--- config.mk ---
export PLATFORM = sky130hd
export DESIGN_NAME = subsymbol_generator_flat
export DESIGN_NICKNAME = d
export VERILOG_FILES = /design/src/hdl/sg_pkg.sv /design/src/hdl/sg_if.sv /design/src/hdl/subsymbol_generator.sv /design/src/flat_wrapper.sv
export SDC_FILE = /design/constraint.sdc
export NUM_CORES = 1
export LEC_CHECK = 0
export ABC_AREA = 1
export BUFFER_PORTS_ARGS = -buffer_cell sky130_fd_sc_hd__buf_2
export CORE_MARGIN = 2
export CORE_UTILIZATION = 32
export CTS_BUF_LIST = sky130_fd_sc_hd__clkbuf_4 sky130_fd_sc_hd__clkbuf_8 sky130_fd_sc_hd__clkbuf_16
export DETAILED_ROUTE_END_ITERATION = 7
export PLACE_DENSITY = 0.48
export SLEW_MARGIN = 5
export SYNTH_ARGS = -nofsm -noshare
export SYNTH_HDL_FRONTEND = slang
export SYNTH_SLANG_ARGS = --single-unit
--- constraint.sdc ---
create_clock -name clock -period 6.3 [get_ports clock]
set_clock_uncertainty 0.15 [all_clocks]
set_input_delay 0.63 -clock clock [delete_from_list [all_inputs] [get_ports clock]]
set_output_delay 0.63 -clock clock [all_outputs]
set_load 0.01 [all_outputs]
--- src/hdl/sg_pkg.sv ---
package sg_pkg;

   // Field widths
   localparam int Z_BITS           = 16;
   localparam int Y_BITS           = 1;
   localparam int P_BITS           = 5;
   localparam int THETA_BITS       = 5;
   localparam int CARDINALITY_BITS = 7;
   localparam int REDUCT_BITS      = 4;
   localparam int INFO_BITS        = 5;
   localparam int KIND_BITS        = 2;
   localparam int ITER_BITS        = 6;
   localparam int REM_BITS         = 5;
   localparam int MOD_BITS         = ITER_BITS + CARDINALITY_BITS;
   localparam int TABLE_DEPTH      = 1 << THETA_BITS;

   // Configuration port
   localparam int CSR_IDX_BITS  = 1;
   localparam int CSR_DATA_BITS = 6;

   // Request function codes
   localparam logic FUNC_ENCODE = 1'b0;
   localparam logic FUNC_TABLE  = 1'b1;

   // Run length bookkeeping
   localparam int RUN_BITS = 6;
   localparam logic [RUN_BITS-1:0] MAX_RESULTS  = RUN_BITS'(34);
   localparam logic [RUN_BITS-1:0] RUN_LAST_IDX = RUN_BITS'(33);

   // Iteration cap and register reset values
   localparam logic [ITER_BITS-1:0] ITER_CAP       = ITER_BITS'(32);
   localparam logic [ITER_BITS-1:0] MAX_ITER_RESET = ITER_BITS'(16);
   localparam logic [REM_BITS-1:0]  REM_SIZE_RESET = REM_BITS'(16);

   typedef enum logic [KIND_BITS-1:0] {
      KIND_Y      = 2'd0,
      KIND_Z      = 2'd1,
      KIND_Z_LAST = 2'd2,
      KIND_BYPASS = 2'd3
   } kind_type;

   typedef enum logic [CSR_IDX_BITS-1:0] {
      CSR_MAX_ITER = 1'b0,
      CSR_REM_SIZE = 1'b1
   } csr_idx_type;

endpackage

--- src/hdl/sg_if.sv ---
interface sg_req_if import sg_pkg::*; ();
   logic                        valid;
   logic                        ready;
   logic                        func;
   logic [Y_BITS-1:0]           y;
   logic [P_BITS-1:0]           p_id;
   logic [Z_BITS-1:0]           z;
   logic [THETA_BITS-1:0]       theta_sel;
   logic [REDUCT_BITS-1:0]      rem_trim;
   logic                        eob;
   logic [CARDINALITY_BITS-1:0] card_value;

   modport source (output valid, func, y, p_id, z, theta_sel, rem_trim,
                   eob, card_value, input ready);
   modport sink   (input valid, func, y, p_id, z, theta_sel, rem_trim,
                   eob, card_value, output ready);
endinterface

interface sg_rsp_if import sg_pkg::*; ();
   logic                 valid;
   logic                 ready;
   logic [Z_BITS-1:0]    subsymbol;
   logic [INFO_BITS-1:0] info;
   kind_type             kind;
   logic                 block_end;
   logic                 last_of_run;

   modport source (output valid, subsymbol, info, kind, block_end, last_of_run,
                   input ready);
   modport sink   (input valid, subsymbol, info, kind, block_end, last_of_run,
                   output ready);
endinterface

--- src/hdl/subsymbol_generator.sv ---
// Subsymbol generator.
// req_chan takes one request per handshake. func 1 writes a cardinality into the
// per-theta table and produces nothing; func 0 encodes one symbol into a run of
// subsymbols on rsp_chan: Y, an optional BYPASS when z reaches the escape
// threshold, then Z subsymbols ending in Z_LAST, which carries last_of_run.
// csr_we/csr_index/csr_wdata write max_iterations (index 0) and remainder_size
// (index 1); write them only while no request is in progress.
// An encode request reads the table as it is taken, then passes through the
// threshold multiply, then produces one subsymbol per cycle while rsp_chan has
// room, out of the single subtract-compare unit that walks the remaining module
// down by the cardinality. req_chan.ready is high only between requests.
// Results pass through a one-deep output register, so the next request is
// taken while the final subsymbol still waits on rsp_chan. A stall on
// rsp_chan.ready holds the sequencer in place with no loss.
// Reset clears the sequencer, the output valid and the registers to 16/16;
// the cardinality table is not cleared and must be written before use.
module subsymbol_generator import sg_pkg::*; (
   input  logic                     clock,
   input  logic                     reset,
   sg_req_if.sink                   req_chan,
   sg_rsp_if.source                 rsp_chan,
   input  logic                     csr_we,
   input  logic [CSR_IDX_BITS-1:0]  csr_index,
   input  logic [CSR_DATA_BITS-1:0] csr_wdata
);

   typedef enum logic [4:0] {
      ST_IDLE = 5'b00001,
      ST_MULT = 5'b00010,
      ST_Y    = 5'b00100,
      ST_BYP  = 5'b01000,
      ST_ZRUN = 5'b10000
   } state_type;

   state_type state_ff, state_in;

   // Configuration registers
   logic [ITER_BITS-1:0] max_iter_ff;
   logic [REM_BITS-1:0]  rem_size_ff;

   // Cardinality table and its registered read
   logic [CARDINALITY_BITS-1:0] card_mem [TABLE_DEPTH];
   logic [CARDINALITY_BITS-1:0] card_rd_ff;

   // Captured request fields
   logic [Y_BITS-1:0]      y_ff;
   logic [P_BITS-1:0]      p_ff;
   logic [Z_BITS-1:0]      z_ff;
   logic [THETA_BITS-1:0]  theta_ff;
   logic [REDUCT_BITS-1:0] reduct_ff;
   logic                   eob_ff;

   // Working registers
   logic [MOD_BITS-1:0]         max_mod_ff, max_mod_in;
   logic [CARDINALITY_BITS-1:0] ans_ff, ans_in;
   logic [Z_BITS-1:0]           module_ff, module_in;
   logic [RUN_BITS-1:0]         cnt_ff, cnt_in;

   // Output register
   logic                 rsp_valid_ff;
   logic [Z_BITS-1:0]    rsp_sub_ff;
   logic [INFO_BITS-1:0] rsp_info_ff;
   kind_type             rsp_kind_ff;
   logic                 rsp_be_ff;
   logic                 rsp_last_ff;

   // Result being emitted this cycle
   logic                 emit;
   logic [Z_BITS-1:0]    e_sub;
   logic [INFO_BITS-1:0] e_info;
   kind_type             e_kind;
   logic                 e_be;
   logic                 e_last;

   logic                        req_acc;
   logic                        slot_free;
   logic [ITER_BITS-1:0]        iters;
   logic                        escape;
   logic [Z_BITS:0]             diff;
   logic                        stop;
   logic [CARDINALITY_BITS-1:0] card_mask;

   assign req_acc   = req_chan.valid && req_chan.ready;
   assign slot_free = !rsp_valid_ff || rsp_chan.ready;
   assign iters     = (max_iter_ff > ITER_CAP) ? ITER_CAP : max_iter_ff;
   assign escape    = (z_ff >= Z_BITS'(max_mod_ff));
   assign card_mask = card_rd_ff - CARDINALITY_BITS'(1);

   // Shared subtract-compare: stop when the remaining module is not above ans, or at the run's last index
   assign diff = {1'b0, module_ff} - (Z_BITS+1)'(ans_ff);
   assign stop = diff[Z_BITS] || (diff[Z_BITS-1:0] == '0) || (cnt_ff == RUN_LAST_IDX);

   // Sequencer
   always_comb begin
      state_in   = state_ff;
      max_mod_in = max_mod_ff;
      ans_in     = ans_ff;
      module_in  = module_ff;
      cnt_in     = cnt_ff;
      emit       = 1'b0;
      e_sub      = '0;
      e_info     = '0;
      e_kind     = KIND_Y;
      e_be       = 1'b0;
      e_last     = 1'b0;
      unique case (state_ff)
         ST_IDLE: begin
            if (req_acc && (req_chan.func == FUNC_ENCODE)) begin
               state_in = ST_MULT;
               cnt_in   = '0;
            end
         end
         ST_MULT: begin
            max_mod_in = MOD_BITS'(iters) * MOD_BITS'(card_rd_ff);
            state_in   = ST_Y;
         end
         ST_Y: begin
            if (slot_free) begin
               emit   = 1'b1;
               e_sub  = Z_BITS'(y_ff);
               e_info = INFO_BITS'(p_ff);
               e_kind = KIND_Y;
               if (escape) begin
                  ans_in    = card_rd_ff;
                  module_in = Z_BITS'(max_mod_ff);
                  state_in  = ST_BYP;
               end else begin
                  ans_in    = z_ff[CARDINALITY_BITS-1:0] & card_mask;
                  module_in = z_ff;
                  state_in  = ST_ZRUN;
               end
            end
         end
         ST_BYP: begin
            if (slot_free) begin
               emit     = 1'b1;
               e_sub    = z_ff;
               e_info   = INFO_BITS'(rem_size_ff - REM_BITS'(reduct_ff));
               e_kind   = KIND_BYPASS;
               state_in = ST_ZRUN;
            end
         end
         ST_ZRUN: begin
            if (slot_free) begin
               emit   = 1'b1;
               e_info = INFO_BITS'(theta_ff);
               if (stop) begin
                  e_sub    = module_ff;
                  e_kind   = KIND_Z_LAST;
                  e_be     = eob_ff;
                  e_last   = 1'b1;
                  state_in = ST_IDLE;
               end else begin
                  e_sub     = Z_BITS'(ans_ff);
                  e_kind    = KIND_Z;
                  module_in = diff[Z_BITS-1:0];
                  ans_in    = card_rd_ff;
               end
            end
         end
         default: state_in = ST_IDLE;
      endcase
      if (emit) begin
         cnt_in = cnt_ff + RUN_BITS'(1);
      end
   end

   // Control registers
   always_ff @(posedge clock) begin
      if (reset) begin
         state_ff     <= ST_IDLE;
         rsp_valid_ff <= 1'b0;
         max_iter_ff  <= MAX_ITER_RESET;
         rem_size_ff  <= REM_SIZE_RESET;
      end else begin
         state_ff <= state_in;
         if (emit) begin
            rsp_valid_ff <= 1'b1;
         end else if (rsp_chan.ready) begin
            rsp_valid_ff <= 1'b0;
         end
         if (csr_we) begin
            unique case (csr_index)
               CSR_MAX_ITER: max_iter_ff <= csr_wdata[ITER_BITS-1:0];
               CSR_REM_SIZE: rem_size_ff <= csr_wdata[REM_BITS-1:0];
               default: ;
            endcase
         end
      end
   end

   // Table: write on func 1 requests, read on every accepted request
   always_ff @(posedge clock) begin
      if (req_acc) begin
         if (req_chan.func == FUNC_TABLE) begin
            card_mem[req_chan.theta_sel] <= req_chan.card_value;
         end
         card_rd_ff <= card_mem[req_chan.theta_sel];
      end
   end

   // Payload registers
   always_ff @(posedge clock) begin
      if (req_acc) begin
         y_ff      <= req_chan.y;
         p_ff      <= req_chan.p_id;
         z_ff      <= req_chan.z;
         theta_ff  <= req_chan.theta_sel;
         reduct_ff <= req_chan.rem_trim;
         eob_ff    <= req_chan.eob;
      end
      max_mod_ff <= max_mod_in;
      ans_ff     <= ans_in;
      module_ff  <= module_in;
      cnt_ff     <= cnt_in;
      if (emit) begin
         rsp_sub_ff  <= e_sub;
         rsp_info_ff <= e_info;
         rsp_kind_ff <= e_kind;
         rsp_be_ff   <= e_be;
         rsp_last_ff <= e_last;
      end
   end

   assign req_chan.ready        = (state_ff == ST_IDLE);
   assign rsp_chan.valid        = rsp_valid_ff;
   assign rsp_chan.subsymbol    = rsp_sub_ff;
   assign rsp_chan.info         = rsp_info_ff;
   assign rsp_chan.kind         = rsp_kind_ff;
   assign rsp_chan.block_end    = rsp_be_ff;
   assign rsp_chan.last_of_run  = rsp_last_ff;

   // Only the closing Z_LAST marks the end of a run
   a_last_is_zlast: assert property (@(posedge clock) disable iff (reset)
      rsp_valid_ff |-> (rsp_last_ff == (rsp_kind_ff == KIND_Z_LAST)))
      else $error("last_of_run does not match Z_LAST");

   // Block end only rides on Z_LAST
   a_be_on_zlast: assert property (@(posedge clock) disable iff (reset)
      (rsp_valid_ff && rsp_be_ff) |-> (rsp_kind_ff == KIND_Z_LAST))
      else $error("block_end on a non-final subsymbol");

   // Run never exceeds the result guard
   a_run_bound: assert property (@(posedge clock) disable iff (reset)
      (state_ff != ST_IDLE) |-> (cnt_ff <= MAX_RESULTS))
      else $error("run longer than the result guard");

   // An encode request starts with the threshold multiply
   a_encode_start: assert property (@(posedge clock) disable iff (reset)
      (req_acc && (req_chan.func == FUNC_ENCODE)) |=> (state_ff == ST_MULT))
      else $error("encode request did not start the sequencer");

endmodule

--- src/flat_wrapper.sv ---
// flat-port wrapper written by rule: the top's interface ports become plain ports
module subsymbol_generator_flat import sg_pkg::*;
  (clock, reset, csr_we, csr_index, csr_wdata, req_chan_valid, req_chan_func, req_chan_y, req_chan_p_id, req_chan_z, req_chan_theta_sel, req_chan_rem_trim, req_chan_eob, req_chan_card_value, req_chan_ready, rsp_chan_valid, rsp_chan_subsymbol, rsp_chan_info, rsp_chan_kind, rsp_chan_block_end, rsp_chan_last_of_run, rsp_chan_ready);
  sg_req_if req_chan_i ();
  sg_rsp_if rsp_chan_i ();
  input  logic clock;
  input  logic reset;
  input  logic csr_we;
  input  logic [CSR_IDX_BITS-1:0] csr_index;
  input  logic [CSR_DATA_BITS-1:0] csr_wdata;
  input wire logic [$bits(req_chan_i.valid)-1:0] req_chan_valid;
  input wire logic [$bits(req_chan_i.func)-1:0] req_chan_func;
  input wire logic [$bits(req_chan_i.y)-1:0] req_chan_y;
  input wire logic [$bits(req_chan_i.p_id)-1:0] req_chan_p_id;
  input wire logic [$bits(req_chan_i.z)-1:0] req_chan_z;
  input wire logic [$bits(req_chan_i.theta_sel)-1:0] req_chan_theta_sel;
  input wire logic [$bits(req_chan_i.rem_trim)-1:0] req_chan_rem_trim;
  input wire logic [$bits(req_chan_i.eob)-1:0] req_chan_eob;
  input wire logic [$bits(req_chan_i.card_value)-1:0] req_chan_card_value;
  output wire logic [$bits(req_chan_i.ready)-1:0] req_chan_ready;
  output wire logic [$bits(rsp_chan_i.valid)-1:0] rsp_chan_valid;
  output wire logic [$bits(rsp_chan_i.subsymbol)-1:0] rsp_chan_subsymbol;
  output wire logic [$bits(rsp_chan_i.info)-1:0] rsp_chan_info;
  output wire logic [$bits(rsp_chan_i.kind)-1:0] rsp_chan_kind;
  output wire logic [$bits(rsp_chan_i.block_end)-1:0] rsp_chan_block_end;
  output wire logic [$bits(rsp_chan_i.last_of_run)-1:0] rsp_chan_last_of_run;
  input wire logic [$bits(rsp_chan_i.ready)-1:0] rsp_chan_ready;
  assign req_chan_i.valid = req_chan_valid;
  assign req_chan_i.func = req_chan_func;
  assign req_chan_i.y = req_chan_y;
  assign req_chan_i.p_id = req_chan_p_id;
  assign req_chan_i.z = req_chan_z;
  assign req_chan_i.theta_sel = req_chan_theta_sel;
  assign req_chan_i.rem_trim = req_chan_rem_trim;
  assign req_chan_i.eob = req_chan_eob;
  assign req_chan_i.card_value = req_chan_card_value;
  assign req_chan_ready = req_chan_i.ready;
  assign rsp_chan_valid = rsp_chan_i.valid;
  assign rsp_chan_subsymbol = rsp_chan_i.subsymbol;
  assign rsp_chan_info = rsp_chan_i.info;
  assign rsp_chan_kind = rsp_chan_i.kind;
  assign rsp_chan_block_end = rsp_chan_i.block_end;
  assign rsp_chan_last_of_run = rsp_chan_i.last_of_run;
  assign rsp_chan_i.ready = rsp_chan_ready;
  subsymbol_generator u_core (.clock(clock), .reset(reset), .req_chan(req_chan_i), .rsp_chan(rsp_chan_i), .csr_we(csr_we), .csr_index(csr_index), .csr_wdata(csr_wdata));
endmodule
# Word-level counts from Yosys, hierarchy flattened

Memories as Yosys holds them, arrays and structs flattened. A register that Yosys moved wholly into a read port is not among the register bits.
Index checks and enable logic that the tools add are counted.

Bitwise logic cells: 3
Multiply operators: 1
Add/subtract/negate cells: 4
Shift operators: 0
Div/mod/pow operators: 0
Multiplexer cells: 42
Reductions and logical operators: 19
Equality and inequality tests: 12
$lt $le $gt $ge: 2

Operators with widths:

| operator              | count |
|---|---|
| $mux W16              | 7 |
| $pmux W16 S3          | 1 |
| $mux W5               | 9 |
| $pmux W16 S2          | 1 |
| $mux W7               | 4 |
| $pmux W5 S5           | 1 |
| $mux W6               | 4 |
| $sub A16 B7 Y17       | 1 |
| $ge A16 B13 Y1        | 1 |
| $logic_not A16 Y1     | 1 |
| $pmux W5 S3           | 1 |
| $pmux W7 S2           | 1 |
| $mul A6 B7 Y13        | 1 |
| $mux W1               | 9 |
| $ne A2 B1 Y1 const B  | 4 |
| $reduce_and A2 Y1     | 4 |
| $reduce_bool A2 Y1    | 4 |
| $and A7 B7 Y7         | 1 |
| $sub A7 B1 Y7 const B | 1 |
| $add A6 B1 Y6 const B | 1 |
| $eq A6 B6 Y1 const B  | 1 |
| $gt A6 B6 Y1 const B  | 1 |
| $mux W2               | 3 |
| $eq A5 B1 Y1 const B  | 1 |
| other kinds (15)      | 20 |

Bits in writable memories: 224
Memory bits (read-only): 0
Memories kept: 1
Register bits: 116
Logic and storage cells: 103
Bits in latches: 0
Input port bits: 52

Memory list:

| name            | words | bits a word | rd ports | clocked after Yosys merged registers in | write ports | RTL line                  | text |
|---|---|---|---|---|---|---|---|
| u_core.card_mem | 32    | 7           | 1        | 1                                       | 1           | subsymbol_generator.sv:42 | `logic [CARDINALITY_BITS-1:0] card_mem [TABLE_DEPTH];` |

# Depth between registers and ports, before layout

Gate-level depths: netlist (run 1).

Depth in word-level cells: 7
Depth in mapped cells: 21
Mapped depth without buffers: 20

# Worst setup path before layout (run 1)

Ideal clock, no wire load.

Path kind: register to register
From: register u_core.max_iter_ff[5]
To: register u_core.max_mod_ff[12], data pin
Stages on the path, launching flop included: 21
Required time: 5.890 ns
Arrival: 3.736 ns
Period minus slack after synthesis: 4.146 ns
Path slack: 2.154 ns
Cells stage by stage: dfxtp_1 -> clkbuf_1 -> inv_1 -> nand2_1 -> nor2_1 -> fa_1 -> inv_1 -> fa_1 -> fa_1 -> inv_1 -> ha_1 -> nand3_1 -> nand2_1 -> nand2_1 -> nand2_1 -> a21oi_1 -> o21ai_0 -> nand2_1 -> a21oi_1 -> nor2_1 -> xor2_1

Word-level cells in the longest chain between the ends: 3

RTL lines:

| item                   | RTL line                   | text |
|---|---|---|
| from (decl)            | subsymbol_generator.sv:38  | `logic [ITER_BITS-1:0] max_iter_ff;` |
| from (signal assigned) | subsymbol_generator.sv:184 | `CSR_MAX_ITER: max_iter_ff <= csr_wdata[ITER_BITS-1:0];` |
| $gt A6 B6 Y1           | subsymbol_generator.sv:85  | `assign iters = (max_iter_ff > ITER_CAP) ? ITER_CAP : max_iter_ff;` |
| $mux W6 (*)            | subsymbol_generator.sv:85  |  |
| $mul A6 B7 Y13 (*)     | subsymbol_generator.sv:114 | `max_mod_in = MOD_BITS'(iters) * MOD_BITS'(card_rd_ff);` |
| to (signal assigned)   | subsymbol_generator.sv:212 | `max_mod_ff <= max_mod_in;` |
| to (decl)              | subsymbol_generator.sv:54  | `logic [MOD_BITS-1:0] max_mod_ff, max_mod_in;` |

Every way passes the cells marked *; elsewhere a longest branch is shown, timed or not.
A chain may end at the register's enable or synchronous reset.

# Worst setup path in the final report (run 1)

Ends and elaborated chain as after synthesis.

==> flow_summary.json, run 1 <==
{
  "crit_start": "u_core.max_iter_ff[5]",
  "tightest_slew_ns": 0.919,
  "clock-sinks": 347,
  "ys_ff_latch": 347,
  "synth_area_leaders": "edfxtp_1 (63%), a22oi_1 (5.6%), nand2_1 (4.9%), ha_1 (3.8%), inv_1 (3.4%)",
  "port_buffers": 78,
  "critPathKind": "reg2reg",
  "rsz0062_at_grt": "false",
  "ant_nets": 0,
  "rows": 81,
  "startpoint_type": "flop",
  "cts_tree": "done",
  "die_h_um": 226,
  "clkTransAtPathRegs_ns": 0.06,
  "final_common_cell": "edfxtp_1",
  "routabilityCongestion": 0.847,
  "core_mm2": 0.0488,
  "ir_worst_vdd_mv": 0.204,
  "drive_gt1_share_pct": 14.1,
  "cp.required_ns": 6.45,
  "place_hpwl_mm": 27.5,
  "first_iter_violations": 866,
  "syn_nets": 1459,
  "slew_headroom_pct": 37.9,
  "wirelength_mm": 40.5,
  "grt_pass1_vias": 10300,
  "finalCritPeriodShare_pct": 70.8,
  "setup_tns_ns": 0,
  "clock_latency_ns": 0.57,
  "grt_overflow": 0,
  "nFillCells": 4839,
  "detail_route.vias_per_cell": 4.88,
  "rr_startpoint": "u_core.max_iter_ff[5]",
  "ys_warn_count": 0,
  "maxCapViolCount": 0,
  "root_buffer": "clkbuf_16",
  "die_w_um": 226,
  "stdcell_count": 2130,
  "synth-edff-count": 330,
  "synth-main-ff-cell": "edfxtp_1",
  "critPathCaptureType": "flop",
  "netlist_instances": 1336,
  "wl_per_cell_um": 19.0,
  "power.leakage_nw": 6.92,
  "nets": 1555,
  "synthArstFlopShare_pct": 0,
  "cp_data_arrival_time_ns": 4.60,
  "htree_levels": 2,
  "grt_max_degree": 58,
  "netlist_area_mm2": 0.0158,
  "worstHoldPathType": "in2reg",
  "status": "completed",
  "initial_utilization_pct": 32.4,
  "hold_depth": 1,
  "cts_resized": 0,
  "drc": 0,
  "powerDensity_mw_per_mm2": 334,
  "yosysTopAreaCellShare_pct": 62.7,
  "drv_slew": 0,
  "fmax_mhz": 224,
  "top_level_ports": 79,
  "final_cell_mix": "edfxtp_1 (330), nand2_1 (207), inv_1 (141), nor2_1 (129), a22oi_1 (118)",
  "hold_viol": 0,
  "vias": 10400,
  "cts_buffers": 40,
  "clockBufferDepth": 3,
  "period_needed_ns": 4.46,
  "min-delay-start": "req_chan_p_id[2]",
  "crit_fanout": 8,
  "yosysSeqAreaShare_pct": 64.8,
  "grt_use_total_pct": 16.0,
  "antenna_found_initial": 2,
  "setup_violations": 0,
  "dr.pass1.iters": 4,
  "ys_types": 43,
  "synth_largest_area_cell": "edfxtp_1",
  "cts_hold_buffers": 0,
  "grt_pass1_wl_mm": 61.7,
  "post-cts-setup-buffer-count": 0,
  "area_growth_pct": 16.3,
  "rr_worst_depth": 19,
  "placed_cells": 2054,
  "fp.dieArea_mm2": 0.0512,
  "avgSynthCellArea_um2": 11.8
}
-- cell usage after synthesis, types with 2 or more instances --
library cell and count:
nor3_1 18, dfxtp_1 17, nor2_1 133, fa_1 23, nand2_1 207, buf_1 3
xor2_1 10, o211ai_1 3, inv_2 5, nand2_2 7, o22ai_1 4, nor2_4 3
o211ai_2 2, edfxtp_1 330, nand4_1 14, nor4_1 5, o21ai_0 44, clkbuf_1 32
nand3_2 3, a22oi_1 118, nand2_4 2, xnor2_1 3, a21oi_4 2, inv_1 143
nor2_2 3, ha_1 48, clkinv_1 6, or2_2 9, o21ai_2 5, nor4b_1 2
a2111oi_0 2, a21oi_1 77, nand3_1 43
-- stage by stage --
step	util (%)	hold slack [ns]	area, um^2	total power, W	worst slack (ns)
2_1_floorplan	-	0.279	15800	0.00346	2.15
4_1_cts	37.6	0.0574	18400	0.00620	1.84
5_1_grt	37.6	0.0635	18400	0.00643	1.41
3_5_place_dp	34.8	0.319	17000	0.00380	1.87
6_report	37.6	0.0883	18400	0.00613	1.84
3_3_place_gp	34.8	0.317	17000	0.00380	1.96
-- power by group --
part	internal [W]	switching (W)	leakage [nW]
Sequential	0.00273	0.000103	3.14
Clock	0.00141	0.000969	0.674
Combinational	0.000298	0.000620	3.11
-- layout make-up --
type | count | area (um^2) | share of cell area [%]
Antenna cell | 2 | 5.00 | 0.0272
Clock buffer | 52 | 1100 | 5.97
Clock inverter | 22 | 265 | 1.44
Inverter | 154 | 578 | 3.15
Multi-Input combinational cell | 798 | 4860 | 26.5
Sequential cell | 347 | 10200 | 55.8
Tap cell | 664 | 831 | 4.52
Timing Repair Buffer | 91 | 488 | 2.66
-- worst max-delay path, stage by stage (launching register included) --
cell,delay [ns]
dfxtp_1,0.46
inv_1,0.17
nand2_1,0.23
nor2_1,0.10
fa_1,0.56
inv_1,0.05
fa_1,0.46
fa_1,0.55
inv_1,0.04
ha_1,0.33
nand3_1,0.08
nand2_1,0.10
nand2_1,0.05
nand2_1,0.06
a21oi_1,0.09
o21ai_0,0.28
nand2_1,0.09
a21oi_1,0.14
nor2_1,0.06
xor2_1,0.14
-- state kept, by name (all words and copies together), names as in the netlist --
register / count
u_core.ans_ff: 7
u_core.card_mem: 224
u_core.card_rd_ff: 7
u_core.cnt_ff: 6
u_core.eob_ff: 1
u_core.max_iter_ff: 6
u_core.max_mod_ff: 13
u_core.module_ff: 16
u_core.p_ff: 5
u_core.reduct_ff: 4
u_core.rem_size_ff: 5
u_core.rsp_chan.block_end: 1
u_core.rsp_chan.info: 5
u_core.rsp_chan.kind: 2
u_core.rsp_chan.last_of_run: 1
u_core.rsp_chan.subsymbol: 16
u_core.rsp_chan.valid: 1
u_core.state_ff: 5
u_core.theta_ff: 5
u_core.y_ff: 1
u_core.z_ff: 16
-- worst paths after layout --
kind	end	slack [ns]
max	u_core.max_mod_ff[12]	1.84
min	u_core.p_ff[2]	0.09
max reg2reg	u_core.max_mod_ff[12]	1.84
min reg2reg	u_core.max_iter_ff[4]	0.34
-- kinds of logic after synthesis --
logic type	Yosys count	synth area share, %
flops	347	64.8
xor+xnor	13	0.720
fa+ha+maj	71	6.71
buf+inv	191	4.61
simple gates	452	12.4
compound gates	262	10.8
-- metal layers --
layer	GRT usage [%]	routed length, um	up-vias
met5	0	13	-
met2	25.7	18500	279
li1	-	-	4954
met3	3.25	2400	62
met1	21.8	18500	5108
met4	4.97	1010	2
Power figures use the tool's default switching activity.
==> run 2: changes to the inputs <==
--- a/config.mk
+++ b/config.mk
@@ -5,13 +5,13 @@
 export SDC_FILE = /design/constraint.sdc
 export NUM_CORES = 1
 export LEC_CHECK = 0
-export ABC_AREA = 1
+export ABC_AREA = 0
 export BUFFER_PORTS_ARGS = -buffer_cell sky130_fd_sc_hd__buf_2
 export CORE_MARGIN = 2
 export CORE_UTILIZATION = 32
 export CTS_BUF_LIST = sky130_fd_sc_hd__clkbuf_4 sky130_fd_sc_hd__clkbuf_8 sky130_fd_sc_hd__clkbuf_16
 export DETAILED_ROUTE_END_ITERATION = 7
-export PLACE_DENSITY = 0.48
+export PLACE_DENSITY = 0.5
 export SLEW_MARGIN = 5
 export SYNTH_ARGS = -nofsm -noshare
 export SYNTH_HDL_FRONTEND = slang
==> constraint.sdc (replaced) <==
create_clock -name clock -period 3.68 [get_ports clock]
set_clock_uncertainty 0.15 [all_clocks]
set_input_delay 0.368 -clock clock [delete_from_list [all_inputs] [get_ports clock]]
set_output_delay 0.368 -clock clock [all_outputs]
set_load 0.01 [all_outputs]
==> flow_summary.json, run 2 <==
{
  "fmax_mhz": 263,
  "largest_reg_flops": 224,
  "comb_power_share_pct": 7.9,
  "ys_top_cells_by_count": "edfxtp_1 (330), nor2_1 (68), inv_1 (67)",
  "rows": 82,
  "fp.dieArea_mm2": 0.0525,
  "grt_overflow": 0,
  "synth-edff-count": 330,
  "use_met2_pct": 24.6,
  "syn_nets": 1220,
  "placed_cells": 1878,
  "clockBufferDepth": 3,
  "cp.required_ns": 3.83,
  "detail_route.vias_per_cell": 4.98,
  "grt_pass1_vias": 10200,
  "htree_levels": 2,
  "routabilityCongestion": 0.795,
  "min-delay-start": "reset",
  "status": "complete, but fails checks",
  "avgSynthCellArea_um2": 14.8,
  "crit_chain": "buf_6 -> nor2b_4 -> and2_4 -> fa_1 -> fa_1 -> inv_2 -> fa_1 -> inv_2 -> ha_4 -> inv_2 -> o21bai_1 -> a21oi_2 -> o21ai_2 -> a21o_1 -> a21oi_2 -> xor2_1",
  "wl_per_cell_um": 20.0,
  "synth_area_leaders": "edfxtp_1 (61%), mux4_2 (7.8%), ha_1 (3.7%), fa_1 (2.8%), dfxtp_1 (2.1%)",
  "cp_data_arrival_time_ns": 3.95,
  "root_buffer": "clkbuf_16",
  "period_needed_ns": 3.80,
  "worst_slack_ns": -0.116,
  "p_sw_share_pct": 22.6,
  "cts_tree": "done",
  "synthArstFlopShare_pct": 0,
  "seqPwrFrac_pct": 47.2,
  "ir_worst_vdd_mv": 0.305,
  "ant_nets": 0,
  "nets": 1421,
  "final_cell_mix": "edfxtp_1 (330), buf_4 (79), buf_2 (77), nor2_1 (68), inv_1 (62)",
  "slew_headroom_pct": 29.0,
  "yosysTopAreaCellShare_pct": 61.1,
  "setup_violations": 3,
  "initial_utilization_pct": 32.4,
  "vias": 9964,
  "netlist_instances": 1097,
  "die_h_um": 229,
  "cts_buffers": 41,
  "synth_largest_area_cell": "edfxtp_1",
  "grt_busiest_layer": "met2",
  "violations": "setup timing",
  "yosysSeqAreaShare_pct": 63.2,
  "crit_fanout": 6,
  "dr.pass1.iters": 5,
  "crit_start": "u_core.max_iter_ff[5]",
  "port_buffers": 78,
  "whs_endpoint": "u_core.max_iter_ff[0]",
  "finalCritPeriodShare_pct": 103,
  "hold_viol": 0,
  "wirelength_mm": 40.1,
  "grt_pass1_wl_mm": 61.3,
  "rr_worst_depth": 16,
  "power.leakage_nw": 7.24,
  "drive_gt1_share_pct": 25.5,
  "ys_types": 68,
  "nFillCells": 4669,
  "multi_input_area_mm2": 0.00568,
  "grt_use_total_pct": 15.4,
  "rr_endpoint": "u_core.max_mod_ff[12]",
  "critPathCaptureType": "flop",
  "ys_ff_latch": 347,
  "crit_slowest_cell": "fa_1",
  "startpoint_type": "flop",
  "rr_startpoint": "u_core.max_iter_ff[5]",
  "final_core_util_pct": 39.9,
  "cp_slowest_stage_delay_ns": 0.52,
  "grt_use_met1_pct": 21.1,
  "grt_util_met3_pct": 2.94,
  "clkTransAtPathRegs_ns": 0.06,
  "core_mm2": 0.0501,
  "path_buf_inv": 4,
  "regMostFlops": "u_core.card_mem",
  "regArea_mm2": 0.0103,
  "die_w_um": 229,
  "grt_max_degree": 43,
  "netlist_area_mm2": 0.0162,
  "maxCapViolCount": 0,
  "crit_family": "adder cells",
  "drc": 0,
  "top_level_ports": 79,
  "drv_slew": 0,
  "tightest_slew_ns": 1.06,
  "area_growth_pct": 23.2,
  "p_clk_share_pct": 44.9,
  "clock_latency_ns": 0.57,
  "antenna_found_initial": 0,
  "stdcell_area_mm2": 0.0200,
  "final_common_cell": "edfxtp_1",
  "place_hpwl_mm": 27.0,
  "synth-main-ff-cell": "edfxtp_1",
  "p_switching_w": 0.00213,
  "powerDensity_mw_per_mm2": 473,
  "ys_warn_count": 0,
  "stdcell_count": 2000,
  "postPlaceCellArea_mm2": 0.0180,
  "worstHoldPathType": "in2reg",
  "hold_depth": 2,
  "diodes": 0,
  "first_iter_violations": 765,
  "critPathKind": "reg2reg",
  "p_int_w": 0.00730,
  "rrSetupSlack_ns": -0.12,
  "clock-sinks": 347,
  "synth_most_common_cell": "edfxtp_1",
  "rsz0062_at_grt": "true"
}
run 2: final cells by class:
type / count / area share [%]
timing repair buffer: 206 / 7.63
tap: 672 / 4.21
inverter: 67 / 1.26
clock inverter: 21 / 1.42
clock buffer: 52 / 5.70
sequential: 347 / 51.4
multi-input combinational: 635 / 28.4
run 2: metal layers:
layer / part of all wire (%) / wire, um
met4: 2.5 / 1010
met3: 5.6 / 2240
met2: 47 / 18700
met5: 0 / 0
met1: 45 / 18100
run 2: how the worst max path moves through the flow:
stage	to	slack, ns	cells after the start
5_1_grt	u_core.max_mod_ff[12]	-0.28	16
3_3_place_gp	u_core.max_mod_ff[11]	-0.31	16
6_report	u_core.max_mod_ff[12]	-0.12	16
2_1_floorplan	u_core.max_mod_ff[12]	-0.08	16
4_1_cts	u_core.max_mod_ff[12]	-0.18	16
3_5_place_dp	u_core.max_mod_ff[12]	-0.33	15
run 2: cells by family after synthesis:
logic type | share of synthesized area (%)
buf+inv | 2.71
flops | 63.2
simple gates | 9.78
fa+ha+maj | 6.55
xor+xnor | 1.40
mux | 9.39
compound gates | 6.94
run 2: stage by stage:
| step | power (W) | hold WS [ns] | TNS (ns) | setup WS [ns] |
|---|---|---|---|---|
| 2_1_floorplan | 0.00493 | 0.286 | -0.124 | -0.0795 |
| 3_3_place_gp | 0.00523 | 0.298 | -0.988 | -0.307 |
| 3_5_place_dp | 0.00523 | 0.298 | -1.01 | -0.326 |
| 4_1_cts | 0.00957 | 0.0240 | -0.371 | -0.178 |
| 5_1_grt | 0.00979 | 0.0558 | -0.973 | -0.282 |
| 6_report | 0.00943 | 0.0587 | -0.296 | -0.116 |
run 2: power groups by stage:
| stage | sequential [W] | combinational [W] | clock [W] |
|---|---|---|---|
| 3_3_place_gp | 0.00453 | 0.000695 | 0 |
| 5_1_grt | 0.00446 | 0.000837 | 0.00449 |
| 2_1_floorplan | 0.00451 | 0.000419 | 0 |
| 6_report | 0.00445 | 0.000746 | 0.00424 |
| 4_1_cts | 0.00445 | 0.000755 | 0.00436 |
| 3_5_place_dp | 0.00453 | 0.000702 | 0 |
run 2: timing repair:
action / in CTS / in global routing
buffers inserted: 4 / 2
hold buffers: 43 / 0
endpoints found under the setup margin: 5 / 9
pin swaps: 21 / 8
endpoints found under the hold margin: 40 / 0
gates resized for setup: 16 / 8
==> run 3: changes to the inputs <==
--- a/config.mk
+++ b/config.mk
@@ -5,7 +5,7 @@
 export SDC_FILE = /design/constraint.sdc
 export NUM_CORES = 1
 export LEC_CHECK = 0
-export ABC_AREA = 0
+export ABC_AREA = 1
 export BUFFER_PORTS_ARGS = -buffer_cell sky130_fd_sc_hd__buf_2
 export CORE_MARGIN = 2
 export CORE_UTILIZATION = 32
==> constraint.sdc (replaced) <==
create_clock -name clock -period 3.68 [get_ports clock]
set_clock_uncertainty 0.15 [all_clocks]
set_input_delay 0.368 -clock clock [delete_from_list [all_inputs] [get_ports clock]]
set_output_delay 0.368 -clock clock [all_outputs]
set_load 0.02 [all_outputs]
==> flow_summary.json, run 3 (synthesis gave the netlist of run 1 again) <==
{
  "status": "complete, but fails checks",
  "violations": "setup timing",
  "cp_data_arrival_time_ns": 3.92,
  "startpoint_type": "flop",
  "worstHoldPathType": "in2reg",
  "die_w_um": 226,
  "tightest_slew_ns": 0.719,
  "grt_pass1_wl_mm": 63.2,
  "clock_latency_ns": 0.57,
  "regMostFlops": "u_core.card_mem",
  "powerDensity_mw_per_mm2": 556,
  "cp_slowest_stage_delay_ns": 0.54,
  "root_buffer": "clkbuf_16",
  "crit_chain": "buf_12 -> inv_16 -> nand2_8 -> nor2_4 -> fa_1 -> inv_2 -> fa_1 -> fa_1 -> inv_2 -> ha_4 -> nand3_2 -> nand2_1 -> nand2_1 -> nand2_2 -> a21oi_2 -> o21ai_2 -> nand2_1 -> a21oi_1 -> nor2_1 -> xor2_1",
  "largest_reg_flops": 224,
  "maxCapViolCount": 0,
  "rrSetupSlack_ns": -0.10,
  "rr_startpoint": "u_core.max_iter_ff[5]",
  "grt_busiest_layer": "met2",
  "rr_worst_depth": 20,
  "routabilityCongestion": 0.860,
  "initial_utilization_pct": 32.4,
  "drc": 0,
  "fp.dieArea_mm2": 0.0512,
  "place_hpwl_mm": 28.1,
  "top_level_ports": 79,
  "rr_endpoint": "u_core.max_mod_ff[12]",
  "worst_slack_ns": -0.100,
  "dr.pass1.iters": 5,
  "final_common_cell": "edfxtp_1",
  "power.leakage_nw": 7.41,
  "critPathCaptureType": "flop",
  "wl_per_cell_um": 18.4,
  "grt_use_met1_pct": 22.1,
  "clockBufferDepth": 3,
  "grt_max_degree": 58,
  "slew_headroom_pct": 51.9,
  "period_needed_ns": 3.78,
  "cts_buffers": 41,
  "area_growth_pct": 23.2,
  "finalPower_w": 0.0108,
  "final_cell_mix": "edfxtp_1 (330), nand2_1 (199), inv_1 (132), nor2_1 (118), a22oi_1 (118)",
  "min-delay-start": "req_chan_func",
  "setup_violations": 3,
  "vias": 10700,
  "ir_worst_vdd_mv": 0.297,
  "grt_util_met3_pct": 2.92,
  "clock-sinks": 347,
  "grt_use_total_pct": 16.3,
  "crit_fanout": 7,
  "whs_endpoint": "u_core.state_ff[1]",
  "diodes": 0,
  "cts_tree": "done",
  "antenna_found_initial": 0,
  "first_iter_violations": 801,
  "nets": 1660,
  "postPlaceCellArea_mm2": 0.0176,
  "detail_route.vias_per_cell": 4.78,
  "port_buffers": 78,
  "hold_depth": 4,
  "drive_gt1_share_pct": 20.0,
  "crit_slowest_cell": "fa_1",
  "hold_viol": 0,
  "grt_pass1_vias": 10800,
  "clkTransAtPathRegs_ns": 0.06,
  "wirelength_mm": 41.0,
  "use_met2_pct": 26.8,
  "grt_overflow": 0,
  "rows": 81,
  "cp.required_ns": 3.82,
  "rsz0062_at_grt": "true",
  "die_h_um": 226,
  "ant_nets": 0,
  "stdcell_area_mm2": 0.0195,
  "finalCritPeriodShare_pct": 103,
  "htree_levels": 2,
  "fmax_mhz": 265,
  "drv_slew": 0,
  "critPathKind": "reg2reg",
  "core_mm2": 0.0488,
  "setup_tns_ns": -0.178
}
==> run 3: cell types whose count changed in the layout (fill, tap and decap cells not counted), sizes merged, moves of 13 or more <==
| cell | change |
|---|---|
| nor2b | -22 |
| nand2b | -13 |
| mux4 | -56 |
| a21oi | +39 |
| nand3 | +25 |
| o21ai | +31 |
| nand2 | +167 |
| a22oi | +93 |
| nor2 | +69 |
| a21o | -15 |
| inv | +78 |
| mux2i | -26 |
| and2 | -37 |
==> run 3: routing by layer <==
layer / wire [um] / share of wire, % / vias to the layer above
met2: 19300 / 47 / 245
met4: 877 / 2.1 / 0
met5: 0 / 0 / -
li1: - / - / 5176
met1: 19000 / 46 / 5190
met3: 1790 / 4.4 / 52
==> run 3: worst max-delay path, delay by kind of cell (launching register included) <==
kind	cells	cell delay [ns]
DFF	1	0.34
and+or+nand+nor	8	0.50
AOI/OAI and AO/OA	3	0.31
buffers and inverters	4	0.27
adders and majority gates	4	1.81
xor gates and xnor gates	1	0.13
==> run 3: how the worst max path moves through the flow <==
stage	from	to	cells after the start	slack [ns]
floorplan	u_core.max_iter_ff[5]	u_core.max_mod_ff[11]	19	-0.02
global placement	u_core.max_iter_ff[5]	u_core.max_mod_ff[11]	19	-0.16
detailed placement	u_core.max_iter_ff[5]	u_core.max_mod_ff[11]	19	-0.19
global route	u_core.max_iter_ff[5]	u_core.max_mod_ff[12]	20	-0.25
CTS	u_core.max_iter_ff[5]	u_core.max_mod_ff[12]	20	-0.12
finish	u_core.max_iter_ff[5]	u_core.max_mod_ff[12]	20	-0.10
==> run 3: final cells by class <==
cell class                      instances  area [um^2]
Fill cell                            4715        29400
Sequential cell                       347        10300
Multi-Input combinational cell        798         5060
Timing Repair Buffer                  195         1380
Clock buffer                           56         1140
Tap cell                              664          831
Inverter                              154          597
Clock inverter                         18          206
==> run 3: stage by stage <==
step | worst slack [ns] | hold WS, ns | util, % | cells
floorplan | -0.0177 | 0.283 | - | 1336
global placement | -0.159 | 0.333 | 36.1 | 2114
detailed placement | -0.189 | 0.332 | 36.1 | 2114
CTS | -0.119 | 0.0104 | 39.8 | 2232
global route | -0.245 | 0.0435 | 39.9 | 2232
finish | -0.100 | 0.0475 | 39.9 | 2232
==> run 3: power breakdown <==
part           switching (W)  leakage (nW)  total, W  internal (W)
Combinational        0.00121          3.61   0.00196      0.000744
Sequential          0.000158          3.14   0.00483       0.00467
Clock                0.00163         0.663   0.00403       0.00241
Total                0.00300          7.41    0.0108       0.00782
==> run 3: repair_timing <==
item	CTS	global route
resized for setup	21	2
setup endpoints to repair	3	5
gates cloned	0	0
buffers inserted	6	0
pin swaps	19	0
hold endpoints to repair	42	0
hold buffers	38	0
